[config.mk]
export PLATFORM = sky130hd
export DESIGN_NAME = ppp_queue
export DESIGN_NICKNAME = d
export VERILOG_FILES = /design/src/rtl/ppp_pkg.sv /design/src/rtl/ppp_queue.sv
export SDC_FILE = /design/constraint.sdc
export NUM_CORES = 1
export LEC_CHECK = 0
export ABC_AREA = 1
export BUFFER_PORTS_ARGS = -buffer_cell sky130_fd_sc_hd__buf_2
export CAP_MARGIN = 0
export CORE_MARGIN = 2
export CORE_UTILIZATION = 40
export CTS_BUF_LIST = sky130_fd_sc_hd__clkbuf_2 sky130_fd_sc_hd__clkbuf_4 sky130_fd_sc_hd__clkbuf_8
export CTS_CLUSTER_DIAMETER = 120
export DETAILED_ROUTE_END_ITERATION = 7
export GPL_ROUTABILITY_DRIVEN = 0
export SLEW_MARGIN = 20
export SYNTH_ARGS = -nofsm -noshare
export SYNTH_HDL_FRONTEND = slang
export SYNTH_SLANG_ARGS = --single-unit
[constraint.sdc]
create_clock -name clock -period 3.8 [get_ports clock]
set_input_delay 0.38 -clock clock [delete_from_list [all_inputs] [get_ports clock]]
set_output_delay 0.38 -clock clock [all_outputs]
set_load 0.1 [all_outputs]
[src/rtl/ppp_pkg.sv]
// Shared codes, field widths and flag types for the perspective point projection block.
// No dependencies.
package ppp_pkg;

   // command codes carried in req_tuser
   localparam logic CMD_LOAD    = 1'b0;
   localparam logic CMD_PROJECT = 1'b1;

   // register indexes on the csr port
   localparam int CSR_IDX_W = 8;
   localparam logic [CSR_IDX_W-1:0] CSR_SCREEN_WIDTH  = 8'd0;
   localparam logic [CSR_IDX_W-1:0] CSR_SCREEN_HEIGHT = 8'd1;

   // fixed field widths
   localparam int COORD_W      = 32;
   localparam int SIZE_W       = 14;
   localparam int PIX_W        = 16;
   localparam int IDX_W        = 4;
   localparam int RATIO_INT_W  = 18;
   localparam int REQ_DATA_W   = 136;
   localparam int RSP_DATA_W   = 32;

   localparam logic [SIZE_W-1:0] WIDTH_RESET  = 14'd1080;
   localparam logic [SIZE_W-1:0] HEIGHT_RESET = 14'd1920;

   // per-beat flags riding beside the divider pipeline
   typedef struct packed {
      logic valid;
      logic visible;
      logic neg_x;
      logic neg_y;
      logic ovf_x;
      logic ovf_y;
   } flag_type;

endpackage

[src/rtl/ppp_queue.sv]
// Small register FIFO between front and back ends.
// Depends on ppp_pkg.
module ppp_queue
   import ppp_pkg::*;
#(
   parameter int WIDTH = 150,
   parameter int DEPTH = 4
) (
   input  logic             clock,
   input  logic             reset,
   input  logic             push,
   input  logic [WIDTH-1:0] wr_data,
   input  logic             pop,
   output logic [WIDTH-1:0] rd_data,
   output logic             full,
   output logic             empty
);

   localparam int PTR_W = $clog2(DEPTH);

   logic [WIDTH-1:0] mem_ff [DEPTH];
   logic [PTR_W-1:0] wr_ff, rd_ff;
   logic [PTR_W:0]   count_ff;

   assign full    = count_ff == (PTR_W+1)'(DEPTH);
   assign empty   = count_ff == '0;
   assign rd_data = mem_ff[rd_ff];

   always_ff @(posedge clock) begin
      if (push) mem_ff[wr_ff] <= wr_data;
   end

   // pointers wrap at the depth
   always_ff @(posedge clock) begin
      if (reset) begin
         wr_ff    <= '0;
         rd_ff    <= '0;
         count_ff <= '0;
      end else begin
         if (push) wr_ff <= (wr_ff == PTR_W'(DEPTH-1)) ? '0 : wr_ff + 1'b1;
         if (pop)  rd_ff <= (rd_ff == PTR_W'(DEPTH-1)) ? '0 : rd_ff + 1'b1;
         count_ff <= count_ff + (PTR_W+1)'(push) - (PTR_W+1)'(pop);
      end
   end

   a_no_overflow: assert property (@(posedge clock) disable iff (reset) !(push && full))
      else $error("queue push while full");
   a_no_underflow: assert property (@(posedge clock) disable iff (reset) !(pop && empty))
      else $error("queue pop while empty");
   a_count_hold: assert property (@(posedge clock) disable iff (reset)
      (push == pop) |=> $stable(count_ff))
      else $error("queue count moved without net traffic");

endmodule

### After elaboration in Yosys (flattened, before gate mapping)

Memory sizes are Yosys's and may differ from the RTL's. A register that Yosys moved wholly into a read port is not among the register bits.
Cells that the tools add are included.

| operators by class | value |
|---|---|
| add/subtract/negate cells | 4 |
| equality and inequality tests | 3 |
| multiplexer cells | 6 |
| reduce and logical (&&, ||, !) cells | 1 |

Operators with widths:

| kind | number |
|---|---|
| 2-bit 2-to-1 mux | 4 |
| 2-bit by 1-bit adder with 2-bit output, second input constant | 2 |
| 2-bit equality test, second input constant | 2 |
| 3-bit by 1-bit adder with 3-bit output | 1 |
| 3-bit equality test, second input constant | 1 |
| 3-bit zero test | 1 |
| 3-bit by 1-bit subtractor with 3-bit output | 1 |
| 1-bit 2-to-1 mux | 2 |

| storage, ports and cells | value |
|---|---|
| flip-flop bits (word level) | 7 |
| bits in writable memories | 600 |
| input port bits | 154 |
| word-level logic and storage cells | 18 |
| memories kept | 1 |

Memory list:

| memory | words | bits a word | read ports | clocked after memory_dff | write ports | RTL line | RTL |
|---|---|---|---|---|---|---|---|
| mem_ff | 4 | 150 | 1 | 1 | 1 | ppp_queue.sv:21 | `logic [WIDTH-1:0] mem_ff [DEPTH];` |

### Longest topological paths before layout

Gate-level depths: netlist of run 1.

| logic depth | value |
|---|---|
| word-level depth | 4 |
| depth in mapped cells | 8 |
| gate-level depth less buffers | 8 |

### Worst setup path after synthesis of run 1

Ideal clock, no wire load.

| path | value |
|---|---|
| path kind | input-to-reg |
| from | in push |
| to | mem mem_ff[3][0] (enable) |
| library setup time | 0.504 ns |
| data arrival time | 3.490 ns |
| data required time | 3.296 ns |
| path slack | -0.193 ns |
| stages | 3 |
| buffers on the path | 1 |
| cells stage by stage | buf_2 nand2_1 inv_1 |

| on the way | value |
|---|---|
| cells in the longest elaborated chain, start to end | 2 |

RTL lines:

| element | RTL line | RTL |
|---|---|---|
| start: declaration | ppp_queue.sv:11 | `input logic push,` |
| 1-bit 2-to-1 mux | ppp_queue.sv:30 | `if (push) mem_ff[wr_ff] <= wr_data;` |
| 1-bit 2-to-1 mux (not written as such) | ppp_queue.sv:30 |  |
| end: declaration | ppp_queue.sv:21 |  |

No other way between the ends.

==> impl_metrics.toml, run 1 <==
[run_status]
outcome = "completed"

[layout]
final_cell_mix = "edfxtp_1, inv_1, nand2_1"
stdcell_area_um2 = 29810
fillCellCount = 5212
post-route-util_pct = 49.49
nNetsFinal = 2462
layout_commonest_cell = "edfxtp_1"
area_growth_pct = 22.57
final_layout_size_suffix_gt1_share_pct = 21.39
fin_cells = 3167

[flow_run]
cap_violations = 0

[critical_path]
crit_required_ps = 3420
crit_chain = "buf_4, o211ai_1, nand2_1, buf_2"
worstRegToRegCells = 5
r2r_start = "wr_ff[0]"
cp_top_family = "buffers and inverters"
r2r-end = "mem_ff[2][66]"
cp_data_arrival_time_ps = 2850
critPathBufInv = 2
crit_type = "register to output pin"
start_kind = "register"
r2r_setup_slack_ps = 1480
end_kind = "output pin"
cpPeakStageDelay_ps = 910
path_max_fanout = 65
crit_slowest_cell = "dfxtp_4"

[logic_synthesis]
synthDistinctLibCells = 21
synth_edf_count = 600
yosys_register_bits = 609
synth_nets = 1971
ys_seq_area_share_pct = 74.81
synth_top_area_cell = "edfxtp_1"
synth_top_cell_area_share_pct = 74.07
syn_inst = 1809
syn_avg_cell_area_um2 = 13.45
syn_area_um2 = 24320
synthArstFlopShare_pct = 0
synth_area_leaders = "edfxtp_1, inv_1, nand2_1"
yosys_most_used_dff = "edfxtp_1"
yosys_warnings = 0

[power_and_ir_drop]
ir_drop_uv = 376.8
finalPower_mw = 16.78
leakage_nw = 11.64
p_per_area_nw_per_um2 = 562.9

[timing]
finalCriticalPeriod_ps = 3235
rsz0062_at_grt = "no"
clock_skew_ps = 17.64
worst_pin_slew_ps = 853.1
timing.hold.ws_ps = 105.1
slew_headroom_pct = 43.13
hold_violations = 0
maxSlewViolCount = 0
max_freq_mhz = 309.1
fin_ws_ps = 565.2
timing.setup.tns_ps = 0
finalCritPeriodShare_pct = 85.13
setup_viol = 0

[global_route]
grt_usage_pct = 16.05
grt_antenna_before_repair = 3
grt_pass1_vias = 14700
grt_pass1_wl_mm = 78.73
grt_max_degree = 108
overflow = 0

[detailed_routing]
route.detailed.wl_per_inst_um = 16.06
avgViaCountPerCell = 4.709
firstDrtPassIters = 5
antenna_left = 0
via_count = 14910
drc = 0
drt-total-wl_mm = 50.85
first_iter_violations = 654

[clock_tree]
cts_htree_levels = 3
worstSkewPairLatency_ps = 660
clk_pin_slew_ps = 60
cts_buffers = 101
numClockSinks = 609
cts_root_buffer = "clkbuf_8"
clockBufferDepth = 3
cts_resized = 0
tritoncts = "done"
cts_setup_buffers = 0

[place]
place_inst = 2827
detailedPlace.worstSlack_ps = 1232
placedInstanceArea_um2 = 26300
port_buffers = 305
dpl.hpwl_mm = 29.17

[die]
dieHeight_um = 250.6
die_width_um = 250.6
fp.coreArea_um2 = 60250
pin_count = 306
rows = 90
dieArea_um2 = 62800
start_util_pct = 40.38

[worst_hold_path]
hp-class = "input port to register"
min-delay-start = "push"
timing.hold.worst_endpoint = "wr_ff[1]"
holdPathStages = 3
[synth_stat cells, types with 13 or more instances]
cell type and instances:
buf_8 15, o21ai_0 24, clkbuf_8 22, o21ai_1 127, o211ai_1 150, buf_6 13, nand2_1 309, inv_1 315
buf_2 47, edfxtp_1 600, a21oi_1 151
[final cells by class]
cell class | instances | area, um2 | share of cell area (%)
repair buffers | 489 | 3463 | 11.62
flip-flops and latches | 609 | 18210 | 61.06
diodes | 1 | 2.502 | 0.008393
multi-input cells | 784 | 3980 | 13.35
well taps | 782 | 978.4 | 3.282
clock inverters | 42 | 255.2 | 0.8561
inverters | 315 | 1197 | 4.016
clock buffers | 145 | 1733 | 5.812
[worst register-to-register path: cells and delay by family, from the launching register on]
kind | cells | cell delay, ps
adder cells (fa/ha/maj) | 1 | 200
buffers and inverters | 3 | 1270
flip-flops | 1 | 400
AND/OR/NAND/NOR | 1 | 100
[sequential cells by signal, indices dropped and copies added (netlist names), named ones only]
register and count:
count_ff 3, rd_ff 2, wr_ff 2, mem_ff 600
[kinds of logic (layout without fill, tap and decap cells)]
| logic type | count (synthesis) | count (layout) | share of synthesized area (%) |
|---|---|---|---|
| AO/OA/AOI/OAI | 454 | 454 | 10.92 |
| XOR/XNOR | 1 | 1 | 0.03601 |
| adder cells (fa/ha/maj) | 8 | 8 | 0.4424 |
| buffers and inverters | 416 | 991 | 8.827 |
| flip-flops | 609 | 609 | 74.81 |
| other | 0 | 1 | 0 |
| AND/OR/NAND/NOR | 321 | 321 | 4.969 |
[worst max-delay path by stage]
stage / from / end / slack (ps) / depth (start not counted)
5_1_grt: register / rd_data[21] / 330 / 4
4_1_cts: register / rd_data[56] / 470 / 4
3_3_place_gp: register / rd_data[56] / 1260 / 4
2_1_floorplan: wr_ff[0] / mem_ff[0][0] / 470 / 4
3_5_place_dp: register / rd_data[56] / 1230 / 4
6_report: register / rd_data[21] / 570 / 4
[report_power, final]
group / total (mW) / internal (mW) / switching (mW)
clock: 5.55 / 3.07 / 2.48
combinational: 3.40 / 0.617 / 2.79
sequential: 7.83 / 7.73 / 0.105
total: 16.8 / 11.4 / 5.37
[routing by layer]
metal / vias to the layer above / routed length (um) / global-route usage (%)
li1: 7312 / - / -
met1: 7151 / 22530 / 20.89
met2: 384 / 24120 / 26.16
met3: 63 / 3303 / 4.105
met4: 4 / 869 / 5.629
met5: - / 27 / 0
[what timing repair did]
item                                    CTS  global route
hold endpoints to repair                607             0
hold buffers                            152             0
endpoints found under the setup margin    0             0
(Power assumes the default switching activity.)
==> run 2, diff against run 1 <==
- CELL_PAD_IN_SITES_DETAIL_PLACEMENT: default -> 0
- CELL_PAD_IN_SITES_GLOBAL_PLACEMENT: default -> 1
- PLACE_DENSITY_LB_ADDON: default -> 0.1
- TNS_END_PERCENT: default -> 5
==> impl_metrics.toml, run 2 (same netlist as run 1, synthesis figures left out) <==
[detailed_routing]
firstDrtPassIters = 4
via_count = 14670
first_iter_violations = 631
antenna_left = 0
drt-total-wl_mm = 52.23
drc = 0
route.detailed.wl_per_inst_um = 16.51
avgViaCountPerCell = 4.637

[critical_path]
r2r_setup_slack_ps = 1680
cp_data_arrival_time_ps = 2700
end_kind = "output pin"
start_kind = "register"
cpPeakStageDelay_ps = 790
r2r-end = "mem_ff[2][19]"
crit_chain = "buf_12, o211ai_1, nand2_1, buf_2"
path_max_fanout = 108
worstRegToRegCells = 5
crit_slowest_cell = "dfxtp_4"
r2r_start = "wr_ff[0]"
crit_type = "register to output pin"
crit_required_ps = 3420

[timing]
worst_pin_slew_ps = 833.3
timing.hold.ws_ps = 84.32
finalCriticalPeriod_ps = 3078
setup_viol = 0
rsz0062_at_grt = "no"
hold_violations = 0
slew_headroom_pct = 44.45
maxSlewViolCount = 0
finalCritPeriodShare_pct = 81.01
max_freq_mhz = 324.9
clock_skew_ps = 17.37
timing.setup.tns_ps = 0

[layout]
largest-register = "mem_ff"
final_cell_mix = "edfxtp_1, inv_1, nand2_1"
layout_commonest_cell = "edfxtp_1"
post-route-util_pct = 49.34
largest_register_ffs = 600
final_layout_size_suffix_gt1_share_pct = 21.02
reg.largest.list = "mem_ff (600), count_ff (3)"
fillCellCount = 5413
nNetsFinal = 2461
area_growth_pct = 22.21

[global_route]
grt_max_degree = 121
grt_antenna_before_repair = 7
grt_pass1_wl_mm = 80.18
overflow = 0
grt_pass1_vias = 14270
grt_usage_pct = 16.55

[clock_tree]
clockBufferDepth = 3
cts_buffers = 102
tritoncts = "done"
cts_htree_levels = 3
cts_resized = 0
numClockSinks = 609
worstSkewPairLatency_ps = 670
clk_pin_slew_ps = 60
cts_root_buffer = "clkbuf_8"

[power_and_ir_drop]
leakage_nw = 11.62
p_per_area_nw_per_um2 = 558.1
finalPower_mw = 16.59
ir_drop_uv = 308.5

[die]
die_width_um = 250.6
dieHeight_um = 250.6
pin_count = 306
start_util_pct = 40.38
rows = 90
fp.coreArea_um2 = 60250
dieArea_um2 = 62800

[worst_hold_path]
timing.hold.worst_endpoint = "mem_ff[1][74]"
holdPathStages = 1
min-delay-start = "wr_data[74]"
hp-class = "input port to register"

[place]
dpl.hpwl_mm = 30.51
port_buffers = 305

[flow_run]
cap_violations = 0

[run_status]
outcome = "completed"
-- run 2: cell types whose count changed in the layout (fill, tap and decap cells not counted) --
cell           change
clkinv_1           +6
clkinv_4           -2
buf_4              -2
clkbuf_4           -5
buf_12             +1
dlygate4sd3_1      -1
clkinvlp_4         -6
diode_2            +2
bufinv_16          -2
inv_6              +5
clkinv_2           +1
-- run 2: critical path: cells and delay by family, from the launching register on --
family,cells,cell delay [ps]
buf+inv,2,870
simple gates,1,150
compound gates,1,160
flops,1,790
-- run 2: worst max-delay path by stage --
stage	slack [ps]	end	startpoint	cells after the start
3_3_place_gp	1380	rd_data[0]	register	4
5_1_grt	500	rd_data[40]	register	4
3_5_place_dp	1360	rd_data[77]	register	4
2_1_floorplan	-180	mem_ff[2][0]	wr_ff[0]	4
6_report	720	rd_data[77]	register	4
4_1_cts	620	rd_data[77]	register	4
-- run 2: report_power, final --
part           leakage (nW)  internal, mW  switching (mW)
clock network          1.01          2.88            2.48
logic                  5.02         0.615            2.79
registers              5.59          7.72           0.100
total                  11.6          11.2            5.37
-- run 2: repair_timing --
item,4_1_cts,5_1_grt
setup buffers,0,0
hold endpoints to repair,602,0
hold buffers,151,0
-- run 2: metrics by stage --
stage,instance area (um2),instances,setup WS (ps)
detailed placement,26310,2826,1364
floorplan,24330,1809,-184.2
global route,29730,3164,504.9
CTS,29720,3161,624.7
finish,29730,3164,721.7
global placement,26310,2826,1378
-- run 2: cell type report --
| cell class | instances | area, um2 | share of cell area, % |
|---|---|---|---|
| flip-flops and latches | 609 | 18210 | 61.24 |
| multi-input cells | 784 | 3980 | 13.39 |
| repair buffers | 487 | 3458 | 11.63 |
| clock buffers | 140 | 1695 | 5.703 |
| inverters | 315 | 1201 | 4.041 |
| well taps | 782 | 978.4 | 3.292 |
| clock inverters | 44 | 200.2 | 0.6735 |
| diodes | 3 | 7.507 | 0.02525 |
-- run 2: layer usage --
layer | track usage (%) | up-vias | share of wire (%)
met3 | 4.583 | 73 | 6.2
li1 | - | 7310 | -
met4 | 4.979 | 8 | 1.6
met1 | 21.53 | 6969 | 44
met2 | 27.09 | 311 | 48
met5 | 0 | - | 0.10
==> run 3, diff against run 2 <==
- clock period: 3.8 -> 2.71 ns (I/O delays scaled with it)
==> impl_metrics.toml, run 3 (same netlist as run 1, synthesis figures left out) <==
[die]
dieHeight_um = 250.6
rows = 90
fp.coreArea_um2 = 60250
dieArea_um2 = 62800
die_width_um = 250.6
start_util_pct = 40.38
pin_count = 306

[timing]
finalCriticalPeriod_ps = 2603
max_freq_mhz = 384.1
finalCritPeriodShare_pct = 96.07
maxSlewViolCount = 0
setup_viol = 0
hold_violations = 0
rsz0062_at_grt = "yes"
worst_pin_slew_ps = 563.0
timing.hold.ws_ps = 341.4
clock_skew_ps = 32.70
slew_headroom_pct = 62.47

[worst_hold_path]
hp-class = "input port to register"
holdPathStages = 2

[critical_path]
cp_data_arrival_time_ps = 2330
path_max_fanout = 106
crit_path_end = "rd_data[119]"
cpPeakStageDelay_ps = 520
crit_chain = "buf_16, o21ai_0, nand2_1, buf_2"
crit_slowest_cell = "dfxtp_4"
crit_type = "register to output pin"
worst-path-stages = 4
r2r-end = "mem_ff[1][53]"
critPathBufInv = 2
start_kind = "register"
worstRegToRegCells = 6
r2r_start = "wr_ff[1]"
end_kind = "output pin"
r2r_setup_slack_ps = 890
crit_required_ps = 2440
cp_top_family = "buffers and inverters"

[place]
port_buffers = 305
placedInstanceArea_um2 = 26440
dpl.hpwl_mm = 30.32
place_inst = 2825

[layout]
final_layout_size_suffix_gt1_share_pct = 21.84
fin_cells = 3171
layout_commonest_cell = "edfxtp_1"
reg.largest.list = "mem_ff (600), count_ff (3)"
final_cell_mix = "edfxtp_1, inv_1, nand2_1"
stdcell_area_um2 = 30360
largest-register = "mem_ff"
post-route-util_pct = 50.39
nNetsFinal = 2462
largest_register_ffs = 600
area_growth_pct = 24.80
fillCellCount = 5224

[clock_tree]
tritoncts = "done"
cts_setup_buffers = 0
numClockSinks = 609
cts_buffers = 101
cts_htree_levels = 3
clockBufferDepth = 3
clk_pin_slew_ps = 60
cts_root_buffer = "clkbuf_8"
worstSkewPairLatency_ps = 680

[power_and_ir_drop]
power_switching_mw = 7.633
p_clk_share_pct = 34.4
switching_share_pct = 31.45
finalPower_mw = 24.27
intPower_mw = 16.64
ir_drop_uv = 482.9
leakage_nw = 11.83
comb_power_share_pct = 20.5
power_frac_seq_pct = 45.1
p_per_area_nw_per_um2 = 799.5

[detailed_routing]
antenna_left = 0
drc = 0
firstDrtPassIters = 5
first_iter_violations = 821
avgViaCountPerCell = 4.621
via_count = 14650
drt-total-wl_mm = 52.38
route.detailed.wl_per_inst_um = 16.52

[global_route]
grt_pass1_vias = 14330
grt_antenna_before_repair = 5
grt_max_degree = 119
grt_usage_pct = 16.70
grt_pass1_wl_mm = 80.77
overflow = 0

[flow_run]
cap_violations = 0

[run_status]
outcome = "completed"
-- run 3: changes by cell type in the layout (fill, tap and decap cells not counted), sizes merged --
cell,before,now
inv,316,312
clkinv,39,29
bufinv,0,5
dlygate4sd3,151,154
clkinvlp,4,7
clkbuf,140,222
buf,336,264
-- run 3: final cells by class --
cell class | instances | area, um2 | area share [%]
diodes | 3 | 7.507 | 0.02473
clock buffers | 151 | 1834 | 6.042
clock inverters | 38 | 300.3 | 0.9892
inverters | 315 | 1197 | 3.944
multi-input cells | 784 | 3995 | 13.16
flip-flops and latches | 609 | 18210 | 59.98
well taps | 782 | 978.4 | 3.223
repair buffers | 489 | 3836 | 12.64
-- run 3: worst min-delay path by stage --
stage,from,endpoint,slack (ps)
6_report,wr_data[51],mem_ff[1][51],340
5_1_grt,wr_data[51],mem_ff[0][51],290
4_1_cts,wr_data[51],mem_ff[0][51],270
3_5_place_dp,wr_data[54],mem_ff[0][54],490
3_3_place_gp,rd_ff[0],register,480
2_1_floorplan,reset,wr_ff[1],340
-- run 3: metrics by stage --
| step | setup WS, ps | TNS (ps) |
|---|---|---|
| floorplan | -519.9 | -312030 |
| global placement | 717.4 | 0 |
| detailed placement | 694.8 | 0 |
| CTS | -44.82 | -80.22 |
| global route | -59.23 | -159.5 |
| finish | 106.6 | 0 |
-- run 3: layer usage --
layer / track usage, % / up-vias / wire length, um
met5: 0 / - / 32
met4: 5.629 / 4 / 1267
met3: 4.157 / 100 / 2616
met2: 27.13 / 296 / 25000
met1: 21.96 / 6932 / 23460
li1: - / 7321 / -
-- run 3: repair_timing --
item	in CTS	in global routing
setup endpoints to repair	43	77
cloned	0	0
hold buffers	154	0
endpoints found under the hold margin	609	0
resized for setup	13	76
-- run 3: power by group through the flow --
stage / logic [mW] / registers [mW] / clock network, mW
after CTS: 4.97 / 10.9 / 8.61
after global routing: 5.27 / 11.0 / 9.02
after global placement: 4.75 / 11.1 / 0
after floorplan: 3.82 / 11.1 / 0
after detailed placement: 4.76 / 11.1 / 0
final: 4.99 / 10.9 / 8.34
